[src/rtl/alt_pkg.sv]
// ----------------------------------------------------------------------------
// alt_pkg: shared types and constants for the address learning table
// Transaction structs, entry layout and controller states.
// ----------------------------------------------------------------------------
package alt_pkg;

	localparam int ADDR_W = 48;
	localparam int TIME_W = 32;
	localparam int SLOT_W = 5;

	// request transaction kinds
	localparam logic KIND_OBSERVE = 1'b0;
	localparam logic KIND_READ    = 1'b1;

	typedef struct packed {
		logic              kind;
		logic [ADDR_W-1:0] address;
		logic [TIME_W-1:0] now_ms;
		logic [SLOT_W-1:0] read_slot;
	} req_t;

	typedef struct packed {
		logic [SLOT_W-1:0] slot;
		logic              hit;
		logic              inserted;
		logic              full_res;
		logic              entry_valid;
		logic [ADDR_W-1:0] entry_address;
		logic [TIME_W-1:0] entry_seen;
	} rsp_t;

	// one stored table entry
	typedef struct packed {
		logic [ADDR_W-1:0] addr;
		logic [TIME_W-1:0] seen;
	} ent_t;

	typedef enum logic [1:0] {
		S_IDLE,
		S_RDWAIT,
		S_SCAN,
		S_DONE
	} state_t;

endpackage

[src/rtl/alt_ram.sv]
// ----------------------------------------------------------------------------
// alt_ram: entry storage
// Single write port, single read port, registered read data.
// ----------------------------------------------------------------------------
module alt_ram
	import alt_pkg::*;
#(
	parameter int DEPTH = 32,
	parameter int AW    = 5
) (
	input  logic          clk,
	input  logic          we,
	input  logic [AW-1:0] waddr,
	input  ent_t          wdata,
	input  logic          re,
	input  logic [AW-1:0] raddr,
	output ent_t          rdata
);

	ent_t mem [DEPTH];

	// write port
	always_ff @(posedge clk) begin
		if (we) begin
			mem[waddr] <= wdata;
		end
	end

	// read port, registered read data
	always_ff @(posedge clk) begin
		if (re) begin
			rdata <= mem[raddr];
		end
	end

endmodule

[src/rtl/address_learning_table.sv]
// ----------------------------------------------------------------------------
// address_learning_table: learned source address table
// Observe transactions look up an address and refresh or insert it; read
// transactions return one slot. Entries fill from slot 0 upward.
// ----------------------------------------------------------------------------
//
//   channel | direction | handshake           | payload
//   --------+-----------+---------------------+-------------------------
//   req     | in        | req_valid/req_stall | req_t (kind, address, ...)
//   rsp     | out       | rsp_valid/rsp_stall | rsp_t (slot, hit, ...)
//
// Read transaction: a slot at or above the fill point goes straight to the result
// register; a filled slot is read from the entry RAM first.
// Observe transaction: a hit stops the scan at its slot, a miss inserts at the
// fill point or, on a full table, drops the address; the scan reads one
// entry per cycle through the single read port of the entry RAM.
// One transaction in flight; the next is accepted once the result is parked.
// Reset clears the fill count and control state; the entry RAM needs no clearing pass.
// A stalled result stays in the output register while a new request runs.
//
module address_learning_table
	import alt_pkg::*;
#(
	parameter int TABLE_ENTRIES = 32
) (
	input  logic clk,
	input  logic arst_n,
	input  logic req_valid,
	output logic req_stall,
	input  req_t req,
	output logic rsp_valid,
	input  logic rsp_stall,
	output rsp_t rsp
);

	localparam int IW   = (TABLE_ENTRIES > 1) ? $clog2(TABLE_ENTRIES) : 1;
	localparam int CW   = $clog2(TABLE_ENTRIES + 1);
	localparam int CMPW = (CW > SLOT_W) ? CW : SLOT_W;

	state_t        state_q, state_d;
	req_t          item_q;
	rsp_t          res_q, res_d;
	rsp_t          rsp_q;
	logic          rsp_valid_q;
	logic [CW-1:0] cnt_q;
	logic          cnt_inc;
	logic [CW-1:0] scan_idx_q;
	logic          cmp_vld_s1;
	logic [IW-1:0] cmp_idx_s1;
	logic          issuing;
	logic          match;
	logic          rd_in_table;
	logic          accept;

	logic          ram_we, ram_re;
	logic [IW-1:0] ram_waddr, ram_raddr;
	ent_t          ram_wdata, ram_rdata;

	alt_ram #(
		.DEPTH(TABLE_ENTRIES),
		.AW   (IW)
	) u_ram (
		.clk  (clk),
		.we   (ram_we),
		.waddr(ram_waddr),
		.wdata(ram_wdata),
		.re   (ram_re),
		.raddr(ram_raddr),
		.rdata(ram_rdata)
	);

	assign req_stall = (state_q != S_IDLE);
	assign accept    = req_valid && !req_stall;
	assign rsp_valid = rsp_valid_q;
	assign rsp       = rsp_q;

	// valid entries are exactly slots below the fill count
	assign rd_in_table = CMPW'(req.read_slot) < CMPW'(cnt_q);
	assign issuing     = (state_q == S_SCAN) && (scan_idx_q < cnt_q);
	assign match       = cmp_vld_s1 && (ram_rdata.addr == item_q.address);
	assign ram_wdata   = '{addr: item_q.address, seen: item_q.now_ms};

	// controller
	always_comb begin
		state_d   = state_q;
		res_d     = res_q;
		ram_re    = 1'b0;
		ram_raddr = scan_idx_q[IW-1:0];
		ram_we    = 1'b0;
		ram_waddr = cmp_idx_s1;
		cnt_inc   = 1'b0;
		case (state_q)
			S_IDLE: begin
				if (req_valid) begin
					if (req.kind == KIND_READ) begin
						res_d      = '0;
						res_d.slot = req.read_slot;
						if (rd_in_table) begin
							ram_re    = 1'b1;
							ram_raddr = IW'(req.read_slot);
							state_d   = S_RDWAIT;
						end else begin
							state_d = S_DONE;
						end
					end else begin
						state_d = S_SCAN;
					end
				end
			end
			S_RDWAIT: begin
				res_d.entry_valid   = 1'b1;
				res_d.entry_address = ram_rdata.addr;
				res_d.entry_seen    = ram_rdata.seen;
				state_d             = S_DONE;
			end
			S_SCAN: begin
				ram_re = issuing;
				if (match) begin
					// refresh time of the matching entry
					ram_we     = 1'b1;
					ram_waddr  = cmp_idx_s1;
					res_d      = '0;
					res_d.slot = SLOT_W'(cmp_idx_s1);
					res_d.hit  = 1'b1;
					state_d    = S_DONE;
				end else if (!issuing && !cmp_vld_s1) begin
					// scan exhausted: insert at fill point or drop
					res_d = '0;
					if (cnt_q < CW'(TABLE_ENTRIES)) begin
						ram_we         = 1'b1;
						ram_waddr      = cnt_q[IW-1:0];
						cnt_inc        = 1'b1;
						res_d.slot     = SLOT_W'(cnt_q);
						res_d.inserted = 1'b1;
					end else begin
						res_d.full_res = 1'b1;
					end
					state_d = S_DONE;
				end
			end
			S_DONE: begin
				if (!rsp_valid_q || !rsp_stall) begin
					state_d = S_IDLE;
				end
			end
			default: begin
				state_d = S_IDLE;
			end
		endcase
	end

	// control state
	always_ff @(posedge clk or negedge arst_n) begin
		if (!arst_n) begin
			state_q     <= S_IDLE;
			cnt_q       <= '0;
			scan_idx_q  <= '0;
			cmp_vld_s1  <= 1'b0;
			rsp_valid_q <= 1'b0;
		end else begin
			state_q    <= state_d;
			cmp_vld_s1 <= issuing;
			if (cnt_inc) begin
				cnt_q <= cnt_q + 1'b1;
			end
			if (accept) begin
				scan_idx_q <= '0;
			end else if (issuing) begin
				scan_idx_q <= scan_idx_q + 1'b1;
			end
			if (state_q == S_DONE && (!rsp_valid_q || !rsp_stall)) begin
				rsp_valid_q <= 1'b1;
			end else if (!rsp_stall) begin
				rsp_valid_q <= 1'b0;
			end
		end
	end

	// payload registers
	always_ff @(posedge clk) begin
		res_q      <= res_d;
		cmp_idx_s1 <= scan_idx_q[IW-1:0];
		if (accept) begin
			item_q <= req;
		end
		if (state_q == S_DONE && (!rsp_valid_q || !rsp_stall)) begin
			rsp_q <= res_q;
		end
	end

endmodule

[config.mk]
export PLATFORM = sky130hd
export DESIGN_NAME = address_learning_table
export DESIGN_NICKNAME = d
export VERILOG_FILES = /design/src/rtl/alt_pkg.sv /design/src/rtl/alt_ram.sv /design/src/rtl/address_learning_table.sv
export SDC_FILE = /design/constraint.sdc
export NUM_CORES = 2
export LEC_CHECK = 0
export ABC_AREA = 1
export ABC_CLOCK_PERIOD_IN_PS = 13900
export BUFFER_PORTS_ARGS = -buffer_cell sky130_fd_sc_hd__buf_4
export CORE_ASPECT_RATIO = 0.75
export CORE_MARGIN = 4
export CORE_UTILIZATION = 35
export DETAILED_ROUTE_END_ITERATION = 8
export GPL_TIMING_DRIVEN = 0
export SETUP_SLACK_MARGIN = 0.02
export SLEW_MARGIN = 20
export SYNTH_ARGS = -nofsm -noshare
export SYNTH_HDL_FRONTEND = slang
export SYNTH_SLANG_ARGS = --single-unit
[constraint.sdc]
create_clock -name clk -period 13.9 [get_ports clk]
set_clock_uncertainty 0.2 [all_clocks]
set_input_delay 1.39 -clock clk [delete_from_list [all_inputs] [get_ports clk]]
set_output_delay 1.39 -clock clk [all_outputs]
set_load 0.05 [all_outputs]
==> metrics.yaml <==
io_pins: 181
final_cell_mix: "edfxtp_1 (2898), nand2_1 (2757), nand3_1 (2524), inv_1 (604), buf_2 (403)"
cp_common_cell: "buf_12"
crit_type: "reg2reg"
regArea_um2: 87500
wl_per_cell_um: 30.1
grt_pass1_wl_mm: 611
fin_nets: 10488
antenna_found_initial: 33
dr_wl_met3_mm: 82.5
gp_congestion: 0.916
slowest_delay_ns: 0.80
crit_chain: "buf_8 -> xor2_1 -> nor2_1 -> nand4_1 -> nor2_1 -> nand2_1 -> nor2_1 -> nand2_1 -> o21ai_0 -> nand3_1 -> nor2_4 -> buf_12 -> buf_12 -> buf_12 -> buf_12"
cts_tree: "built"
rrSetupSlack_ns: 7.56
drt_wl_total_mm: 454
max_freq_mhz: 158
drcViolationCount: 0
leakage_nw: 51.4
dieArea_um2: 343000
total_power_mw: 30.0
post_cts_buffers: 0
start_util_pct: 35.2
cts_made_buffers: 287
cp-start-kind: "flip-flop"
clock-sinks: 2919
synth_edf_count: 2898
arrival_ns: 6.69
path_clk_slew_ns: 0.06
layout_commonest_cell: "edfxtp_1"
highest_layer: "met5"
worstPathRequired_ns: 14.25
async_reset_ff_share_pct: 0.548
irDropWorstVdd_v: 0.000130
fin_crit_ns: 6.34
cts_root_buf: "clkbuf_16"
ys_seq_elements: 2919
synth_top_area_cell: "edfxtp_1"
setup_violations: 0
cp-end-kind: "flip-flop"
yosys.area.top_type_share_pct: 74.4
final_hold_viol_count: 0
crit_fanout: 18
insertion_delay_ns: 0.91
wl_met1_mm: 179
reg2regPathDepth: 15
clk_path_buf_depth: 4
rows: 183
ys_types: 39
finalCritPeriodShare_pct: 45.6
grt_max_degree: 48
finalNonFillerCells: 15056
cap_violations: 0
wl_met2_mm: 174
drive_gt1_share_pct: 12.9
area_growth_pct: 19.1
p_per_area_nw_per_um2: 215
syn_area_um2: 117000
viasPerCell: 5.65
synth_warnings: 0
path_buf_inv: 5
grt_pass1_vias: 76322
slew-limit-headroom_pct: 15.3
placed_cell_area_um2: 130000
slowest_stage: "nand3_1"
r2r_start: "item_q[43]"
ctsResizeCount: 0
status: "complete, no violations"
nFillCells: 30420
r2r-end: "u_ram.mem[11][31]"
multiInputGateArea_um2: 24700
die_x_um: 675
post_synth_main_area_contributors: "edfxtp_1 (74%), nand3_1 (11%), nand2_1 (8.9%), inv_1 (1.9%), buf_2 (1.7%)"
critPathTopFamily: "simple AND/OR/NAND/NOR gates"
dp_slack_ns: 7.47
htree_num_levels: 5
hpwlAfterDp_mm: 329
synthesis.nets: 9720
die_y_um: 509
grt.overflow.total: 0
slew_viol_final: 0
core-area_um2: 332000
grt_usage_pct: 25.6
design_area_um2: 139000
dp_cells: 14517
ctsHoldBuffers: 0
drtPass1Iterations: 6
synth_cells: 9615
tightest_slew_ns: 1.27
rsz0062_at_grt: "no"
synth_flop_cell: "edfxtp_1"
port_buffers: 180
first_iter_violations: 16109
avgSynthCellArea_um2: 12.2
yosysSeqAreaShare_pct: 74.9
drt.antenna.violating_nets: 0
via_count: 85010
hp-class: "in2async"
worst_slack_ns: 7.56
[worst max-delay path by stage]
stage / startpoint / to / depth (start not counted)
2_1_floorplan: cnt_q[5] / u_ram.mem[12][0] / 15
3_3_place_gp: item_q[43] / u_ram.mem[7][15] / 10
3_5_place_dp: req_valid / u_ram.rdata[28] / 14
4_1_cts: item_q[45] / u_ram.mem[11][11] / 14
5_1_grt: item_q[43] / u_ram.mem[11][11] / 15
6_report: item_q[43] / u_ram.mem[11][31] / 15
[sequential cells by signal, summed over array words and instances, names as in the netlist]
name	cells
rsp_valid	1
cnt_q	6
u_ram.mem	2560
scan_idx_q	6
res_q	89
cmp_vld_s1	1
rsp	89
item_q	80
u_ram.rdata	80
state_q	2
cmp_idx_s1	5
[logic make-up after synthesis]
group | count (synthesis) | share of synthesized area (%)
and+or+nand+nor | 5430 | 20.3
DFF | 2919 | 74.9
buffers and inverters | 1183 | 4.29
AOI/OAI and AO/OA | 46 | 0.234
xor gates and xnor gates | 22 | 0.165
adders and majority gates | 15 | 0.161
[cells in the mapped netlist, types with 5 or more instances]
cell and number:
nor2_1 72, clkbuf_1 147, or2_2 19, edfxtp_1 2898, buf_2 403, nand3_1 2524, a21oi_1 8, inv_1 605
inv_2 6, nand4_1 24, nor3_1 14, dfxtp_1 5, dfrtp_1 16, o21ai_0 20, buf_4 11, buf_1 7
xnor2_1 5, ha_1 15, xor2_1 17, nand2_1 2758
[power breakdown]
| part | leakage (nW) | internal [mW] | switching, mW |
|---|---|---|---|
| combinational | 20.6 | 2.52 | 8.43 |
| sequential | 26.5 | 10.9 | 0.398 |
| clock | 4.32 | 4.27 | 3.42 |
| total | 51.4 | 17.7 | 12.2 |
[final cells by class]
class,instances,share of cell area [%]
Antenna cell,19,0.0341
Buffer,572,1.97
Clock buffer,366,5.50
Clock inverter,137,0.885
Inverter,611,1.65
Multi-Input combinational cell,5513,17.7
Sequential cell,2919,62.9
Tap cell,4440,3.99
Timing Repair Buffer,479,5.39
[metal layers]
metal / vias up / global-route usage [%]
li1: 35267 / -
met1: 41592 / 37.2
met2: 7219 / 33.2
met3: 904 / 11.3
met4: 28 / 9.00
met5: - / 0.611
[stage by stage]
stage | util [%] | TNS, ns | hold WS, ns
after floorplan | - | 0 | 0.171
after CTS | 41.8 | 0 | 0.178
final | 41.9 | 0 | 0.212
after detailed placement | 39.2 | 0 | 0.205
after global placement | 37.3 | -257.01 | 0.201
after global routing | 41.9 | 0 | 0.210
Power figures use the tool's default switching activity.
